File: config.mk
export PLATFORM = sky130hd
export DESIGN_NAME = nmea_ais_payload_dearmor
export DESIGN_NICKNAME = d
export VERILOG_FILES = /design/src/rtl/nad_pkg.sv /design/src/rtl/nad_char_decode.sv /design/src/rtl/nmea_ais_payload_dearmor.sv
export SDC_FILE = /design/constraint.sdc
export NUM_CORES = 1
export LEC_CHECK = 0
export ABC_CLOCK_PERIOD_IN_PS = 6400
export BUFFER_PORTS_ARGS = -buffer_cell sky130_fd_sc_hd__buf_2
export CORE_MARGIN = 3
export CORE_UTILIZATION = 60
export DETAILED_ROUTE_END_ITERATION = 7
export PLACE_DENSITY = 0.92
export SETUP_SLACK_MARGIN = 0.5
export SLEW_MARGIN = 10
export SYNTH_ARGS = -nofsm -noshare
export SYNTH_HDL_FRONTEND = slang
export SYNTH_SLANG_ARGS = --single-unit
export TNS_END_PERCENT = 100
File: constraint.sdc
create_clock -name clk -period 6.4 [get_ports clk]
set_clock_uncertainty 0.15 [all_clocks]
set_input_delay 0.96 -clock clk [delete_from_list [all_inputs] [get_ports clk]]
set_output_delay 0.96 -clock clk [all_outputs]
set_load 0.1 [all_outputs]
File: src/rtl/nad_pkg.sv
// Shared constants, types and helpers for the AIS payload dearmor block.
// No dependencies; imported by nad_char_decode and nmea_ais_payload_dearmor.
package nad_pkg;

	// Character codes
	localparam logic [7:0] CH_LF    = 8'd10;
	localparam logic [7:0] CH_CR    = 8'd13;
	localparam logic [7:0] CH_BANG  = 8'h21;
	localparam logic [7:0] CH_A     = 8'h41;
	localparam logic [7:0] CH_I     = 8'h49;
	localparam logic [7:0] CH_COMMA = 8'h2C;
	localparam logic [7:0] CH_STAR  = 8'h2A;

	// Armoring alphabet and dearmor offsets
	localparam logic [7:0] ARMOR_LO1  = 8'd48;
	localparam logic [7:0] ARMOR_HI1  = 8'd87;
	localparam logic [7:0] ARMOR_LO2  = 8'd96;
	localparam logic [7:0] ARMOR_HI2  = 8'd119;
	localparam logic [7:0] ARMOR_BASE = 8'd48;
	localparam logic [7:0] ARMOR_KNEE = 8'd40;
	localparam logic [7:0] ARMOR_GAP  = 8'd8;

	// Line prefix length and the line position at which the prefix is decided
	localparam int unsigned PREFIX_LEN = 3;
	localparam logic [1:0]  POS_DECIDED = 2'd3;

	// Field counter default limit
	localparam int unsigned MAX_FIELDS_DEF = 8;

	// Configuration register width and reset value
	localparam int unsigned PFI_W = 3;
	localparam logic [PFI_W-1:0] PFI_RESET = 3'd5;

	// Widths of the result word
	localparam int unsigned SYM_W  = 6;
	localparam int unsigned LEN_W  = 8;
	localparam int unsigned CHAR_W = 8;
	localparam int unsigned OUT_TDATA_W = 16;

	// Per-character classification
	typedef struct packed {
		logic             eol;
		logic             delim;
		logic             bad;
		logic [SYM_W-1:0] sym;
	} char_class_t;

	// Expected prefix character at a line position
	function automatic logic [7:0] prefix_char(input logic [1:0] pos);
		logic [7:0] ch;
		case (pos)
			2'd0: ch = CH_BANG;
			2'd1: ch = CH_A;
			2'd2: ch = CH_I;
			default: ch = CH_BANG;
		endcase
		return ch;
	endfunction

endpackage

File: src/rtl/nad_char_decode.sv
// Classifies one sentence character and dearmors it to a six-bit symbol.
// Depends on nad_pkg.
module nad_char_decode (
	input  logic [7:0]           char_in,
	output nad_pkg::char_class_t cls
);
	import nad_pkg::*;

	logic       in_alpha;
	logic [7:0] diff;
	logic [7:0] shifted;

	// Check the two armoring ranges
	assign in_alpha = ((char_in >= ARMOR_LO1) && (char_in <= ARMOR_HI1)) ||
	                  ((char_in >= ARMOR_LO2) && (char_in <= ARMOR_HI2));

	// Subtract the base, then close the gap above the knee
	assign diff    = char_in - ARMOR_BASE;
	assign shifted = (diff > ARMOR_KNEE) ? (diff - ARMOR_GAP) : diff;

	always_comb begin
		cls.eol   = (char_in == CH_LF) || (char_in == CH_CR);
		cls.delim = (char_in == CH_COMMA) || (char_in == CH_STAR);
		cls.bad   = !in_alpha;
		cls.sym   = in_alpha ? shifted[SYM_W-1:0] : '0;
	end

endmodule

File: src/rtl/nmea_ais_payload_dearmor.sv
// Path: input register, decode logic, output register; the output register drives m_tvalid.
// Throughput: one character per cycle while m_tready does not stall a full output register.
// A character that yields no result passes through the input register and nothing more.
// Reset (arst_n low, asynchronous): line state to start of line, payload field index to 5,
// input and output registers empty.
module nmea_ais_payload_dearmor #(
	parameter int unsigned MAX_FIELDS = nad_pkg::MAX_FIELDS_DEF
) (
	input  logic                             clk,
	input  logic                             arst_n,
	// configuration: payload_field_index
	input  logic                             cfg_we,
	input  logic [nad_pkg::PFI_W-1:0]        cfg_wdata,
	// input stream; tdata: [7:0] char_in
	input  logic                             s_tvalid,
	output logic                             s_tready,
	input  logic [7:0]                       s_tdata,
	// output stream; tdata: [5:0] symbol, [6] bad_char, [14:7] payload_length, [15] zero
	output logic                             m_tvalid,
	input  logic                             m_tready,
	output logic [nad_pkg::OUT_TDATA_W-1:0]  m_tdata,
	// tuser: [0] end_of_sentence
	output logic                             m_tuser
);
	import nad_pkg::*;

	localparam int unsigned FC_W  = $clog2(MAX_FIELDS + 1);
	localparam int unsigned CMP_W = (FC_W > PFI_W) ? FC_W : PFI_W;
	localparam logic [FC_W-1:0] FC_MAX = FC_W'(MAX_FIELDS);

	// Input stage
	logic              valid_s1;
	logic [CHAR_W-1:0] char_s1;
	logic              advance;

	// Line state
	logic [1:0]        pos_q;
	logic              match_q;
	logic [FC_W-1:0]   fc_q;
	logic [LEN_W-1:0]  sc_q;
	logic [PFI_W-1:0]  pfi_q;

	// Output stage
	logic              out_valid_s2;
	logic              eos_s2;
	logic [SYM_W-1:0]  sym_s2;
	logic              bad_s2;
	logic [LEN_W-1:0]  len_s2;

	char_class_t       cls;
	logic              decided;
	logic              line_ok;
	logic              in_payload;
	logic              emit;
	logic              emit_end;
	logic [LEN_W-1:0]  sc_inc;

	nad_char_decode u_decode (
		.char_in (char_s1),
		.cls     (cls)
	);

	// Advance the input word when the output slot is free or being drained
	assign advance  = valid_s1 && (!out_valid_s2 || m_tready);
	assign s_tready = !valid_s1 || advance;

	// Capture accepted characters
	always_ff @(posedge clk or negedge arst_n) begin
		if (!arst_n) begin
			valid_s1 <= 1'b0;
		end else if (s_tready) begin
			valid_s1 <= s_tvalid;
		end
	end

	always_ff @(posedge clk) begin
		if (s_tvalid && s_tready) begin
			char_s1 <= s_tdata;
		end
	end

	// Decide what the current character produces
	assign decided    = (pos_q == POS_DECIDED);
	assign line_ok    = decided && match_q;
	assign in_payload = line_ok && !cls.eol && !cls.delim && (fc_q < FC_MAX) &&
	                    (CMP_W'(fc_q) == CMP_W'(pfi_q));
	assign emit_end   = line_ok && cls.eol;
	assign emit       = emit_end || in_payload;
	assign sc_inc     = (sc_q == {LEN_W{1'b1}}) ? sc_q : (sc_q + LEN_W'(1));

	// Hold the payload field index
	always_ff @(posedge clk or negedge arst_n) begin
		if (!arst_n) begin
			pfi_q <= PFI_RESET;
		end else if (cfg_we) begin
			pfi_q <= cfg_wdata;
		end
	end

	// Update line state per character
	always_ff @(posedge clk or negedge arst_n) begin
		if (!arst_n) begin
			pos_q   <= '0;
			match_q <= 1'b1;
			fc_q    <= '0;
			sc_q    <= '0;
		end else if (advance) begin
			if (cls.eol) begin
				pos_q   <= '0;
				match_q <= 1'b1;
				fc_q    <= '0;
				sc_q    <= '0;
			end else begin
				if (!decided) begin
					if (char_s1 != prefix_char(pos_q)) begin
						match_q <= 1'b0;
					end
					pos_q <= pos_q + 2'd1;
				end
				if (cls.delim && (fc_q < FC_MAX)) begin
					fc_q <= fc_q + FC_W'(1);
				end
				if (in_payload) begin
					sc_q <= sc_inc;
				end
			end
		end
	end

	// Load or drain the output register
	always_ff @(posedge clk or negedge arst_n) begin
		if (!arst_n) begin
			out_valid_s2 <= 1'b0;
		end else if (advance) begin
			out_valid_s2 <= emit;
		end else if (m_tready) begin
			out_valid_s2 <= 1'b0;
		end
	end

	always_ff @(posedge clk) begin
		if (advance && emit) begin
			eos_s2 <= emit_end;
			sym_s2 <= emit_end ? '0 : cls.sym;
			bad_s2 <= emit_end ? 1'b0 : cls.bad;
			len_s2 <= emit_end ? sc_q : sc_inc;
		end
	end

	assign m_tvalid = out_valid_s2;
	assign m_tuser  = eos_s2;
	assign m_tdata  = {1'b0, len_s2, bad_s2, sym_s2};

`ifndef SYNTH
	// End results carry no symbol and no bad flag
	a_end_clean: assert property (@(posedge clk) disable iff (!arst_n)
		(m_tvalid && m_tuser) |-> (m_tdata[6:0] == '0))
		else $error("end result with symbol bits set");

	// A bad byte always reads as symbol zero
	a_bad_zero: assert property (@(posedge clk) disable iff (!arst_n)
		(m_tvalid && m_tdata[6]) |-> (m_tdata[5:0] == '0))
		else $error("bad byte with nonzero symbol");

	// Field counter saturates at its limit
	a_fc_sat: assert property (@(posedge clk) disable iff (!arst_n)
		fc_q <= FC_MAX)
		else $error("field counter past limit");

	// Results come only from lines with a matched prefix
	a_emit_valid_line: assert property (@(posedge clk) disable iff (!arst_n)
		(advance && emit) |-> (decided && match_q))
		else $error("result from undecided or failed line");

	// A stalled result holds its contents
	a_out_hold: assert property (@(posedge clk) disable iff (!arst_n)
		(m_tvalid && !m_tready) |=> (m_tvalid && $stable(m_tdata) && $stable(m_tuser)))
		else $error("output changed while stalled");
`endif

endmodule
== Yosys cells after proc, flatten, opt, wreduce, memory -nomap -nowiden ==
Index checks and enable logic that the tools add are counted.

* Bitwise gates (word level): 1
* Order comparisons: 6
* Eq/ne operators: 11
* Multiplexer cells: 18
* Reductions and logical operators: 32
* Add/subtract/negate cells: 5

{| class="wikitable"
|+ Operators by type and width
! kind !! number
|-
| 8-bit two-way mux || 7
|-
| 8-bit by 4-bit == test with 1-bit output, second input constant || 2
|-
| 8-bit by 6-bit == test with 1-bit output, second input constant || 2
|-
| 8-bit by 7-bit less-or-equal comparator with 1-bit output, second input constant || 2
|-
| 7-bit case mux with 2 select lines || 1
|-
| 1-bit logical AND || 12
|-
| 8-bit by 1-bit adder with 8-bit output, second input constant || 1
|-
| 8-bit == test, second input constant || 1
|-
| 8-bit by 6-bit greater-or-equal comparator with 1-bit output, second input constant || 1
|-
| 8-bit by 7-bit greater-or-equal comparator with 1-bit output, second input constant || 1
|-
| 8-bit by 6-bit greater-than comparator with 1-bit output, second input constant || 1
|-
| 4-bit two-way mux || 2
|-
| 8-bit != test || 1
|-
| 2-bit nonzero test || 4
|-
| 8-bit by 6-bit subtractor with 8-bit output, second input constant || 1
|-
| 1-bit logical OR || 6
|-
| 6-bit two-way mux || 1
|-
| 2-bit AND reduction || 3
|-
| 6-bit by 4-bit subtractor with 6-bit output, second input constant || 1
|-
| 1-bit zero test || 5
|-
| 1-bit two-way mux || 5
|-
| 4-bit by 1-bit adder with 4-bit output, second input constant || 1
|-
| 2-bit == test, second input constant || 2
|-
| 4-bit by 3-bit == test with 1-bit output || 1
|-
| 8 further kinds || 9
|}

* Register bits after elaboration: 44
* Word-level logic and storage cells: 85
* Input port bits: 16
* Output and inout port bits: 19

== Longest topological paths before layout ==
Gate-level depths: netlist (run 1).

* Depth after elaboration: 9
* Mapped depth: 8
* Depth with buffers taken out: 7

== Modules after synthesis ==
From an unflattened synthesis (run 1), not the netlist that was laid out.

* Cells, all modules: 231
* Area, all modules: 2497.4 um^2

{| class="wikitable"
|+ By module, submodules not included
! module !! area each (um^2) !! seq. area each (um^2) !! cells each !! instances
|-
| nmea_ais_payload_dearmor || 2142.1 || 1224.9 || 186 || 1
|-
| nad_char_decode || 355.3 || 0.0 || 45 || 1
|}

== Worst setup path before layout (run 1) ==
OpenSTA, ideal clock, no wires.

* Kind: flip-flop to flip-flop
* Start: reg char_s1[4]
* End: reg bad_s2, enable pin
* Setup slack: 3284 ps
* Required time: 5839 ps
* Period minus slack after synthesis: 3116 ps
* Stages on the path, launching flop included: 7
* Data arrival time: 2555 ps
* Setup time: 411 ps
* Path buffers: 1
* Cell sequence: edfxtp_1 inv_1 ha_1 and4bb_2 o2111ai_1 clkbuf_1 o21ai_0

* Longest elaborated chain between the ends: 9
* Elaborated cells on any way between the ends: 15
* Those cells by class: eq/ne: 4; reduce/logical: 11

{| class="wikitable"
|+ Ends and longest elaborated chain
! element !! RTL line !! RTL
|-
| from (decl) || nmea_ais_payload_dearmor.sv:33 || <nowiki>logic [CHAR_W-1:0] char_s1;</nowiki>
|-
| from (signal assigned) || nmea_ais_payload_dearmor.sv:78 || <nowiki>char_s1 <= s_tdata;</nowiki>
|-
| 8-bit by 4-bit == test with 1-bit output || nad_char_decode.sv:22 || <nowiki>cls.eol = (char_in == CH_LF) || (char_in == CH_CR);</nowiki>
|-
| 1-bit logical OR || nad_char_decode.sv:22 ||
|-
| 1-bit zero test || nmea_ais_payload_dearmor.sv:85 || <nowiki>assign in_payload = line_ok && !cls.eol && !cls.delim && (fc_q < FC_MAX) &&</nowiki>
|-
| 1-bit logical AND (4 in series) || nmea_ais_payload_dearmor.sv:85 ||
|-
| 1-bit logical OR (*) || nmea_ais_payload_dearmor.sv:88 || <nowiki>assign emit = emit_end || in_payload;</nowiki>
|-
| 1-bit logical AND (*) || nmea_ais_payload_dearmor.sv:142 || <nowiki>if (advance && emit) begin</nowiki>
|-
| to (signal assigned) || nmea_ais_payload_dearmor.sv:145 || <nowiki>bad_s2 <= emit_end ? 1'b0 : cls.bad;</nowiki>
|-
| to (decl) || nmea_ais_payload_dearmor.sv:47 || <nowiki>logic bad_s2;</nowiki>
|}

Every way passes the cells marked *; elsewhere a longest branch is shown, timed or not.
A chain may end at the register's enable or synchronous reset.

== Worst setup path in the final report (run 1) ==
* Start: reg pos_q[1]
* End: reg eos_s2 (netlist: m_tuser), enable pin

* Longest elaborated chain between the ends: 8
* Elaborated cells on any way between the ends: 9
* Those cells by class: eq/ne: 1; reduce/logical: 8

{| class="wikitable"
|+ Ends and longest elaborated chain
! element !! RTL line !! RTL
|-
| from (decl) || nmea_ais_payload_dearmor.sv:37 || <nowiki>logic [1:0] pos_q;</nowiki>
|-
| from (signal assigned) || nmea_ais_payload_dearmor.sv:118 || <nowiki>pos_q <= pos_q + 2'd1;</nowiki>
|-
| 2-bit == test (*) || nmea_ais_payload_dearmor.sv:83 || <nowiki>assign decided = (pos_q == POS_DECIDED);</nowiki>
|-
| 1-bit logical AND (*) || nmea_ais_payload_dearmor.sv:84 || <nowiki>assign line_ok = decided && match_q;</nowiki>
|-
| 1-bit logical AND (4 in series) || nmea_ais_payload_dearmor.sv:85 ||
|-
| 1-bit logical OR (*) || nmea_ais_payload_dearmor.sv:88 ||
|-
| 1-bit logical AND (*) || nmea_ais_payload_dearmor.sv:142 ||
|-
| to (signal assigned) || nmea_ais_payload_dearmor.sv:143 || <nowiki>eos_s2 <= emit_end;</nowiki>
|-
| to (decl) || nmea_ais_payload_dearmor.sv:45 || <nowiki>logic eos_s2;</nowiki>
|}

Marked as above.

==> summary.txt, run 1 <==
Run status
  • Status: completed

Synthesis
  • Main flop type after synthesis: edfxtp_1
  • Mapped Area: 2290 µm²
  • Number of synthesized flops with an enable pin: 24
  • Yosys cell types: 48
  • Post-Syn Instances: 204
  • Syn nets: 230
  • Syn Area/Cell: 11.2 µm²
  • Register area share after synthesis: 53.4%
  • Synth Warn #: 0
  • Async SR Flop Fraction: 45.5%
  • Flops & latches, synth: 44

Routing
  • DRC violations left: 0
  • Final WL: 3990 µm
  • WL/cell: 14.1 µm
  • DR pass1 iterations: 4
  • First DRT Iteration DRCs: 112
  • Via/cell ratio: 5.76
  • Detail Route Antenna Nets: 0
  • DR vias: 1623

Floorplan
  • I/O pin count: 35
  • Starting Density: 65.7%
  • Core area: 3490 µm²
  • Die Y: 67.8 µm
  • Row count: 21
  • Die span in x: 67.8 µm
  • Die area: 4600 µm²

STA
  • Fin Setup TNS: 0 ps
  • Worst-margin pin slew: 998 ps
  • Final worst path period need: 3090 ps
  • Slew HR: 32.9%
  • Final setup fails: 0
  • Fin. Hold Viols: 0
  • Fmax: 324 MHz
  • RSZ-0062 raised after global routing: no
  • Part of the cycle the worst path needs: 48.2%
  • Fin. max-slew vios: 0

Setup path
  • Crit Path Class: register to register
  • Worst path slowest cell: nor3_1
  • Max FO, Critical Path: 16
  • Nature of the critical path endpoint: register
  • Critical path's most frequent cell: nand2_1
  • CP Cell Sequence: ha_1 -> nand2_1 -> or4_4 -> nor3_1 -> nand2_1 -> o21ai_1 -> buf_4
  • Crit start category: register
  • Crit path DAT: 2930 ps
  • CP peak stage delay: 810 ps
  • Required @ worst endpoint: 6240 ps

Finish
  • Post-route insts no fill: 282
  • Nets: 261
  • Antenna Cells: 0
  • Commonest non-fill, non-tap cell in the layout: buf_2
  • Area grow syn2layout: 11.5%
  • Commonest cells after routing, fill and taps aside: buf_2 (33), edfxtp_1 (24), nor2_1 (20)
  • Share of layout cells above drive strength 1: 23.3%

CTS
  • H-tree levels: 2
  • Root Driver: clkbuf_8
  • Num CTS Buffers: 5
  • Later-pin clock latency in the skew report: 290 ps
  • Post-cts resize count: 0
  • Clock buffer depth: 2
  • # hold bufs at CTS: 0
  • Post-CTS Setup Repair Bufs: 0
  • CTS Sinks: 44
  • Worst-path clk slew: 70 ps
  • CTS tree: done

Placement
  • Placed Cells: 274
  • DP HPWL: 2940 µm
  • PortBufs: 33
  • GPL Wtd Cong: 0.821

GRT
  • Global-route usage over all layers: 19.4%
  • Initial antenna violation count: 0
  • First-pass GRT wire length: 6400 µm
  • Largest net degree at the start of global routing: 21
  • Gr ovfl total: 0
  • Vias in the first global route: 1450

Power and ir drop
  • Leak: 1.10 nW
  • P per Cell Area: 221 nW/µm²
  • Sw Ratio: 25.4%
  • Comb power frac: 13.7%
  • Cell Int Power: 0.422 mW
  • Net switching power: 0.144 mW
  • Clock power frac: 28.2%
  • Sequential power share: 58.1%
  • Worst VDD drop: 0.142 mV

Min path
  • Hold Path Class: register to register

Flow run
  • Max cap viols: 0
## power by group through the flow
stage          registers [mW]  logic (mW)  clock network [mW]
6_report                0.329      0.0774               0.160
5_1_grt                 0.329      0.0871               0.177
4_1_cts                 0.328      0.0785               0.163
3_5_place_dp            0.334      0.0773                   0
3_3_place_gp            0.331      0.0701                   0
2_1_floorplan           0.329      0.0562                   0
## stage by stage
step           hold slack (ps)  area [µm²]  setup WS, ps  util (%)  power (mW)
2_1_floorplan              307        2290          3280         -       0.385
3_3_place_gp               338        2480          3270      70.9       0.401
3_5_place_dp               346        2480          3200      70.9       0.411
4_1_cts                    361        2560          3330      73.2       0.570
5_1_grt                    385        2560          3050      73.2       0.593
6_report                   354        2560          3310      73.2       0.566
## routing by layer
layer	track usage (%)	up-vias	routed length, µm
li1	-	806	-
met2	29.9	48	1850
met3	5.75	9	206
met4	10.2	0	89
met1	24.7	760	1840
met5	0	-	0
## cell type report
| type | instances | area [µm²] |
|---|---|---|
| Clock buffer | 7 | 76.3 |
| Clock inverter | 1 | 3.75 |
| Fill cell | 253 | 936 |
| Inverter | 8 | 30.0 |
| Multi-Input combinational cell | 142 | 993 |
| Sequential cell | 44 | 1220 |
| Tap cell | 46 | 57.6 |
| Timing Repair Buffer | 34 | 173 |
## worst paths after layout
path | start | to | slack [ps] | cells past startpoint
max | pos_q[1] | m_tuser | 3310 | 7
min | fc_q[3] | fc_q[3] | 350 | 2
max reg2reg | pos_q[1] | m_tuser | 3310 | 7
min reg2reg | fc_q[3] | fc_q[3] | 350 | 2
max in group asynchronous | arst_n | pfi_q[2] | 5310 | 1
min in group asynchronous | arst_n | sc_q[2] | 440 | 1
## state kept, by name, indices dropped and copies added (netlist names)
name      cells
len_s2        8
match_q       1
bad_s2        1
m_tuser       1
char_s1       8
m_tvalid      1
sc_q          8
valid_s1      1
sym_s2        6
fc_q          4
pos_q         2
pfi_q         3
## cell families after synthesis
kind of cell,share of synthesized area [%]
flops,53.4
other cells,0.163
buf+inv,3.33
simple gates,18.5
fa+ha+maj,5.45
mux,2.89
xor+xnor,4.96
compound gates,11.3
## synthesized netlist by cell type, types with 2 or more instances
master / count / share of area, %
a211oi_1: 2 / 0.65
a21o_1: 2 / 0.65
a21oi_1: 9 / 2.0
a311oi_1: 3 / 1.1
a31oi_1: 4 / 1.1
a41oi_1: 3 / 1.1
and2_1: 3 / 0.82
and3_1: 5 / 1.4
and3b_1: 2 / 0.76
and4b_1: 2 / 0.87
buf_4: 2 / 0.65
clkbuf_1: 7 / 1.1
dfrtp_1: 17 / 19
dfstp_2: 3 / 3.4
edfxtp_1: 24 / 31
ha_1: 10 / 5.5
inv_1: 8 / 1.3
mux2_2: 5 / 2.5
nand2_1: 11 / 1.8
nand2b_1: 3 / 0.82
nand3_1: 7 / 1.5
nand3b_1: 4 / 1.3
nand4_1: 3 / 0.82
nor2_1: 20 / 3.3
nor3_1: 5 / 1.1
nor3b_1: 2 / 0.65
o21ai_0: 4 / 0.87
o21ai_2: 3 / 1.1
xnor2_1: 6 / 2.3
xor2_1: 7 / 2.7
## worst max-delay path: cells and delay by family, from the launching register on
family | cells | cell delay (ps)
adders and majority gates | 1 | 240
and+or+nand+nor | 4 | 1610
AOI/OAI and AO/OA | 1 | 120
buffers and inverters | 1 | 260
DFF | 1 | 390
No activity file was read; power rests on OpenSTA's default activity.
==> inputs of run 2 (changes only) <==
--- a/config.mk
+++ b/config.mk
@@ -5,12 +5,12 @@
 export SDC_FILE = /design/constraint.sdc
 export NUM_CORES = 1
 export LEC_CHECK = 0
-export ABC_CLOCK_PERIOD_IN_PS = 6400
+export ABC_CLOCK_PERIOD_IN_PS = 2880
 export BUFFER_PORTS_ARGS = -buffer_cell sky130_fd_sc_hd__buf_2
 export CORE_MARGIN = 3
-export CORE_UTILIZATION = 60
+export CORE_UTILIZATION = 56
 export DETAILED_ROUTE_END_ITERATION = 7
-export PLACE_DENSITY = 0.92
+export PLACE_DENSITY = 0.87
 export SETUP_SLACK_MARGIN = 0.5
 export SLEW_MARGIN = 10
 export SYNTH_ARGS = -nofsm -noshare
==> constraint.sdc (replaced) <==
create_clock -name clk -period 2.88 [get_ports clk]
set_clock_uncertainty 0.15 [all_clocks]
set_input_delay 0.432 -clock clk [delete_from_list [all_inputs] [get_ports clk]]
set_output_delay 0.432 -clock clk [all_outputs]
set_load 0.1 [all_outputs]
==> summary.txt, run 2 (same netlist as run 1, synthesis figures left out) <==
Finish
  • Fin area: 2680 µm² (was 2560 µm²)
  • Post-route insts no fill: 292 (was 282)
  • Commonest cells after routing, fill and taps aside: buf_2 (33), edfxtp_1 (24), nor2_1 (20) (unchanged)
  • Nets: 269 (was 261)
  • Register area: 1230 µm² (was 1220 µm²)
  • Antenna Cells: 0 (unchanged)
  • Fill count: 276 (was 253)
  • Multi-input combinational cell area: 1030 µm² (was 993 µm²)
  • Share of layout cells above drive strength 1: 29.1% (was 23.3%)
  • Area grow syn2layout: 16.6% (was 11.5%)
  • Largest regs: char_s1 x8, len_s2 x8, sc_q x8 (unchanged)
  • Commonest non-fill, non-tap cell in the layout: buf_2 (unchanged)

CTS
  • CTS Sinks: 44 (unchanged)
  • Worst-path clk slew: 70 ps (about the same)
  • H-tree levels: 2 (unchanged)
  • Num CTS Buffers: 5 (unchanged)
  • Clock buffer depth: 2 (unchanged)
  • Root Driver: clkbuf_8 (unchanged)
  • Later-pin clock latency in the skew report: 300 ps (was 290 ps)
  • CTS tree: done (unchanged)

Setup path
  • Worst R2R End: sc_q[3] (was m_tuser)
  • Crit path launch: pos_q[0] (was pos_q[1])
  • RR Startpoint: pos_q[0] (was pos_q[1])
  • Crit Path Class: register to register (unchanged)
  • R2R Setup Slk: 610 ps (was 3310 ps)
  • Crit path DAT: 2310 ps (was 2930 ps)
  • Max FO, Critical Path: 5 (was 16)
  • Nature of the critical path endpoint: register (unchanged)
  • Crit start category: register (unchanged)
  • R2R cell count: 6 (was 7)
  • Required @ worst endpoint: 2910 ps (was 6240 ps)
  • Crit path to: sc_q[3] (was m_tuser)

Power and ir drop
  • P per Cell Area: 476 nW/µm² (was 221 nW/µm²)
  • Worst VDD drop: 0.328 mV (was 0.142 mV)
  • Final Total Pwr: 1.27 mW (was 0.566 mW)
  • Leak: 1.15 nW (was 1.10 nW)

GRT
  • Initial antenna violation count: 0 (unchanged)
  • Vias in the first global route: 1572 (was 1450)
  • First-pass GRT wire length: 7120 µm (was 6400 µm)
  • Global-route usage over all layers: 18.3% (was 19.4%)
  • Gr ovfl total: 0 (unchanged)
  • Largest net degree at the start of global routing: 21 (unchanged)

Placement
  • Dpl cell area: 2510 µm² (was 2480 µm²)
  • GPL Wtd Cong: 0.808 (was 0.821)
  • Placed Cells: 278 (was 274)
  • PortBufs: 33 (unchanged)
  • DP HPWL: 2960 µm (was 2940 µm)

Routing
  • DRC violations left: 0 (unchanged)
  • Via/cell ratio: 5.73 (was 5.76)
  • WL/cell: 14.4 µm (was 14.1 µm)
  • DR vias: 1673 (was 1623)
  • Final WL: 4200 µm (was 3990 µm)
  • DR pass1 iterations: 4 (unchanged)
  • First DRT Iteration DRCs: 186 (was 112)
  • Detail Route Antenna Nets: 0 (unchanged)

Min path
  • Hold Path Class: primary input to register (was register to register)

STA
  • RSZ-0062 raised after global routing: no (unchanged)
  • Worst hold slack: 161 ps (was 354 ps)
  • Fin. max-slew vios: 0 (unchanged)
  • Fin Setup TNS: 0 ps (unchanged)
  • Worst-margin pin slew: 533 ps (was 998 ps)
  • Fmax: 440 MHz (was 324 MHz)
  • Slew HR: 64.5% (was 32.9%)
  • Part of the cycle the worst path needs: 79.0% (was 48.2%)
  • Fin. Hold Viols: 0 (unchanged)
  • Final worst path period need: 2270 ps (was 3090 ps)
  • Final setup fails: 0 (unchanged)

Floorplan
  • Die span in x: 70.0 µm (was 67.8 µm)
  • Die area: 4900 µm² (was 4600 µm²)
  • Core area: 3800 µm² (was 3490 µm²)
  • Die Y: 70.0 µm (was 67.8 µm)
  • Row count: 22 (was 21)
  • I/O pin count: 35 (unchanged)
  • Starting Density: 60.4% (was 65.7%)

Run status
  • Status: completed (unchanged)

Flow run
  • Max cap viols: 0 (unchanged)
run 2: cell type report:
class / instances / area share (%)
inverter: 8 / 1.12
sequential: 44 / 46.0
tap: 48 / 2.24
clock buffer: 7 / 2.85
multi-input combinational: 142 / 38.4
timing repair buffer: 42 / 9.26
clock inverter: 1 / 0.187
run 2: routing by layer:
layer	part of all wire [%]	vias to the layer above	routed length (µm)	global-route usage [%]
met5	0	-	0	0
met4	1.5	0	65	7.02
met3	6.1	5	256	6.19
met2	49	51	2060	28.8
met1	43	800	1830	23.4
li1	-	817	-	-
run 2: worst min path at each step:
stage	from	endpoint	slack, ps	cells after the start
finish	s_tdata[2]	char_s1[2]	160	1
CTS	s_tdata[0]	char_s1[0]	150	1
global route	s_tdata[7]	char_s1[7]	150	1
global placement	arst_n	sc_q[2]	260	1
floorplan	arst_n	fc_q[0]	-10	0
detailed placement	arst_n	sc_q[4]	270	1
run 2: report_power, final:
part           internal [mW]  switching (mW)  leakage, nW
clock                  0.170           0.191       0.0422
sequential             0.696          0.0297        0.474
combinational         0.0862           0.101        0.632
run 2: worst max-delay path, stage by stage (launching register included):
cell and delay (ps):
dfrtp_1 370, ha_2 210, nand2_1 60, or4_4 530
or4b_4 580, o31ai_4 180, a21oi_1 80
run 2: through the flow:
step	util (%)	setup slack, ps
2_1_floorplan	-	528
3_3_place_gp	66.2	564
3_5_place_dp	66.2	480
4_1_cts	68.6	510
5_1_grt	70.5	497
6_report	70.5	606
run 2: what timing repair did:
action                     CTS  global route
buffers inserted             0             5
hold endpoints to repair    17             0
resized for setup            1             7
pin swaps                    1             1
setup endpoints to repair   18            25
hold buffers                 1             0
==> inputs of run 3 (changes only) <==
--- a/config.mk
+++ b/config.mk
@@ -5,12 +5,12 @@
 export SDC_FILE = /design/constraint.sdc
 export NUM_CORES = 1
 export LEC_CHECK = 0
-export ABC_CLOCK_PERIOD_IN_PS = 2880
+export ABC_CLOCK_PERIOD_IN_PS = 1900
 export BUFFER_PORTS_ARGS = -buffer_cell sky130_fd_sc_hd__buf_2
 export CORE_MARGIN = 3
-export CORE_UTILIZATION = 56
+export CORE_UTILIZATION = 51
 export DETAILED_ROUTE_END_ITERATION = 7
-export PLACE_DENSITY = 0.87
+export PLACE_DENSITY = 0.84
 export SETUP_SLACK_MARGIN = 0.5
 export SLEW_MARGIN = 10
 export SYNTH_ARGS = -nofsm -noshare
==> constraint.sdc (replaced) <==
create_clock -name clk -period 1.9 [get_ports clk]
set_clock_uncertainty 0.15 [all_clocks]
set_input_delay 0.285 -clock clk [delete_from_list [all_inputs] [get_ports clk]]
set_output_delay 0.285 -clock clk [all_outputs]
set_load 0.1 [all_outputs]
==> summary.txt, run 3 (same netlist as run 1, synthesis figures left out) <==
Finish
  • Multi-input combinational cell area: 1300 µm² (was 1030 µm²)
  • Share of layout cells above drive strength 1: 54.9% (was 29.1%)
  • Nets: 333 (was 269)
  • Area grow syn2layout: 57.1% (was 16.6%)
  • Commonest cells after routing, fill and taps aside: buf_4 (62), edfxtp_1 (24), buf_6 (18) (was buf_2 (33), edfxtp_1 (24), nor2_1 (20))
  • Fin area: 3610 µm² (was 2680 µm²)
  • Commonest non-fill, non-tap cell in the layout: buf_4 (was buf_2)
  • Antenna Cells: 0 (unchanged)
  • Layout Utilization: 86.4% (was 70.5%)
  • Largest regs: char_s1 x8, len_s2 x8, sc_q x8 (unchanged)
  • Register area: 1230 µm² (about the same)
  • Fill count: 189 (was 276)

Routing
  • WL/cell: 20.6 µm (was 14.4 µm)
  • Metal-1 WL: 2660 µm (was 1830 µm)
  • Met3 Routed Length: 571 µm (was 256 µm)
  • Final WL: 7370 µm (was 4200 µm)
  • First DRT Iteration DRCs: 245 (was 186)
  • Detail Route Antenna Nets: 0 (unchanged)
  • DR pass1 iterations: 5 (was 4)
  • DR WL met2: 3720 µm (was 2060 µm)
  • DRC violations left: 0 (unchanged)
  • Via/cell ratio: 6.25 (was 5.73)
  • Uppermost layer routed: met4 (unchanged)
  • DR vias: 2238 (was 1673)

Floorplan
  • Row count: 23 (was 22)
  • Core area: 4170 µm² (was 3800 µm²)
  • I/O pin count: 35 (unchanged)
  • Die Y: 73.1 µm (was 70.0 µm)
  • Die span in x: 73.1 µm (was 70.0 µm)
  • Starting Density: 55.0% (was 60.4%)
  • Die area: 5340 µm² (was 4900 µm²)

GRT
  • Vias in the first global route: 2185 (was 1572)
  • Largest net degree at the start of global routing: 21 (unchanged)
  • Gr ovfl total: 0 (unchanged)
  • First-pass GRT wire length: 10400 µm (was 7120 µm)
  • Global-route usage over all layers: 25.6% (was 18.3%)
  • Initial antenna violation count: 0 (unchanged)

Setup path
  • R2R cell count: 5 (was 6)
  • RR Startpoint: pfi_q[0] (was pos_q[0])
  • CP Cell Sequence: xor2_1 -> or4_4 -> or4b_4 -> o31ai_2 -> a21oi_1 (was ha_2 -> nand2_1 -> or4_4 -> or4b_4 -> o31ai_4 -> a21oi_1)
  • Worst path slowest cell: or4_4 (was or4b_4)
  • CP peak stage delay: 570 ps (was 580 ps)
  • Crit Path Class: register to register (unchanged)
  • Nature of the critical path endpoint: register (unchanged)
  • Required @ worst endpoint: 1930 ps (was 2910 ps)
  • Crit path DAT: 2380 ps (was 2310 ps)
  • Crit start category: register (unchanged)
  • Max FO, Critical Path: 5 (unchanged)
  • Worst R2R End: sc_q[3] (unchanged)
  • R2R Setup Slk: -450 ps (was 610 ps)
  • Crit path launch: pfi_q[0] (was pos_q[0])

Power and ir drop
  • Cell Int Power: 1.56 mW (was 0.953 mW)
  • P per Cell Area: 599 nW/µm² (was 476 nW/µm²)
  • Leak: 1.58 nW (was 1.15 nW)
  • Net switching power: 0.605 mW (was 0.322 mW)
  • Sw Ratio: 28.0% (was 25.3%)
  • Sequential power share: 50.3% (was 57.0%)
  • Clock power frac: 28.5% (was 28.3%)
  • Worst VDD drop: 0.658 mV (was 0.328 mV)
  • Final Total Pwr: 2.16 mW (was 1.27 mW)
  • Comb power frac: 21.2% (was 14.7%)

CTS
  • H-tree levels: 2 (unchanged)
  • Clock buffer depth: 2 (unchanged)
  • Num CTS Buffers: 5 (unchanged)
  • Later-pin clock latency in the skew report: 310 ps (was 300 ps)
  • Root Driver: clkbuf_8 (unchanged)
  • CTS tree: done (unchanged)
  • Worst-path clk slew: 80 ps (was 70 ps)
  • CTS Sinks: 44 (unchanged)

Min path
  • Hold Path Class: primary input to register (unchanged)
  • Hold endpoint: char_s1[6] (was char_s1[2])
  • Critical hold path startpoint: s_tdata[6] (was s_tdata[2])
  • Hold Crit Depth: 1 (unchanged)

Placement
  • DP Worst Slack: -300 ps (was 480 ps)
  • PortBufs: 33 (unchanged)
  • GPL Wtd Cong: 0.793 (was 0.808)
  • DP HPWL: 3660 µm (was 2960 µm)
  • Dpl cell area: 2950 µm² (was 2510 µm²)

STA
  • Part of the cycle the worst path needs: 124% (was 79.0%)
  • RSZ-0062 raised after global routing: yes (was no)
  • Final worst path period need: 2350 ps (was 2270 ps)
  • Fin. Hold Viols: 0 (unchanged)
  • Final setup fails: 48 (was 0)
  • Setup WS post-layout: -451 ps (was 606 ps)
  • Fmax: 425 MHz (was 440 MHz)
  • Fin. max-slew vios: 0 (unchanged)

Run status
  • Status: complete, but fails checks (was completed)
  • Failing checks: negative setup slack

Flow run
  • Max cap viols: 0 (unchanged)
==> run 3: repair_timing <==
| action | 4_1_cts | 5_1_grt |
|---|---|---|
| hold buffers | 4 | 2 |
| endpoints found under the setup margin | 66 | 58 |
| setup buffers | 11 | 7 |
| gates resized for setup | 65 | 22 |
| endpoints found under the hold margin | 20 | 2 |
| gates cloned | 2 | 0 |
| pin swaps | 13 | 14 |
==> run 3: critical path, delay by kind of cell (launching register included) <==
| family | cells | cell delay, ps |
|---|---|---|
| xor+xnor | 1 | 70 |
| simple gates | 2 | 1120 |
| flops | 1 | 540 |
| compound gates | 2 | 360 |
==> run 3: metrics by stage <==
step           instances  TNS [ps]  hold WS (ps)
2_1_floorplan        204     -9520          -161
3_3_place_gp         324     -7050           101
3_5_place_dp         324     -8220           111
4_1_cts              349     -9020          1.43
5_1_grt              358    -15970         0.301
6_report             358    -13140          14.1
==> run 3: how the worst max path moves through the flow <==
stage | end | slack, ps | cells after the start
after global placement | sc_q[3] | -280 | 5
after floorplan | char_s1[0] | -420 | 2
after detailed placement | sc_q[3] | -300 | 5
after global routing | sc_q[7] | -490 | 7
final | sc_q[3] | -450 | 5
after CTS | sc_q[3] | -300 | 5
==> run 3: layout make-up <==
type / instances / area share (%)
multi-input combinational: 143 / 36.2
sequential: 44 / 34.1
clock buffer: 6 / 2.29
clock inverter: 2 / 0.278
tap: 50 / 1.73
timing repair buffer: 105 / 24.4
inverter: 8 / 1.11
==> run 3: power by group through the flow <==
stage / Combinational [mW] / Clock [mW] / Sequential, mW
after floorplan: 0.211 / 0 / 1.11
after global placement: 0.338 / 0 / 1.10
after detailed placement: 0.360 / 0 / 1.10
after CTS: 0.413 / 0.610 / 1.08
after global routing: 0.489 / 0.654 / 1.09
final: 0.457 / 0.616 / 1.09
==> run 3: per-layer routing <==
| metal | vias up | GRT usage (%) |
|---|---|---|
| met4 | 0 | 14.1 |
| met5 | - | 0 |
| met2 | 168 | 43.1 |
| met1 | 1063 | 29.8 |
| met3 | 56 | 6.06 |
| li1 | 951 | - |
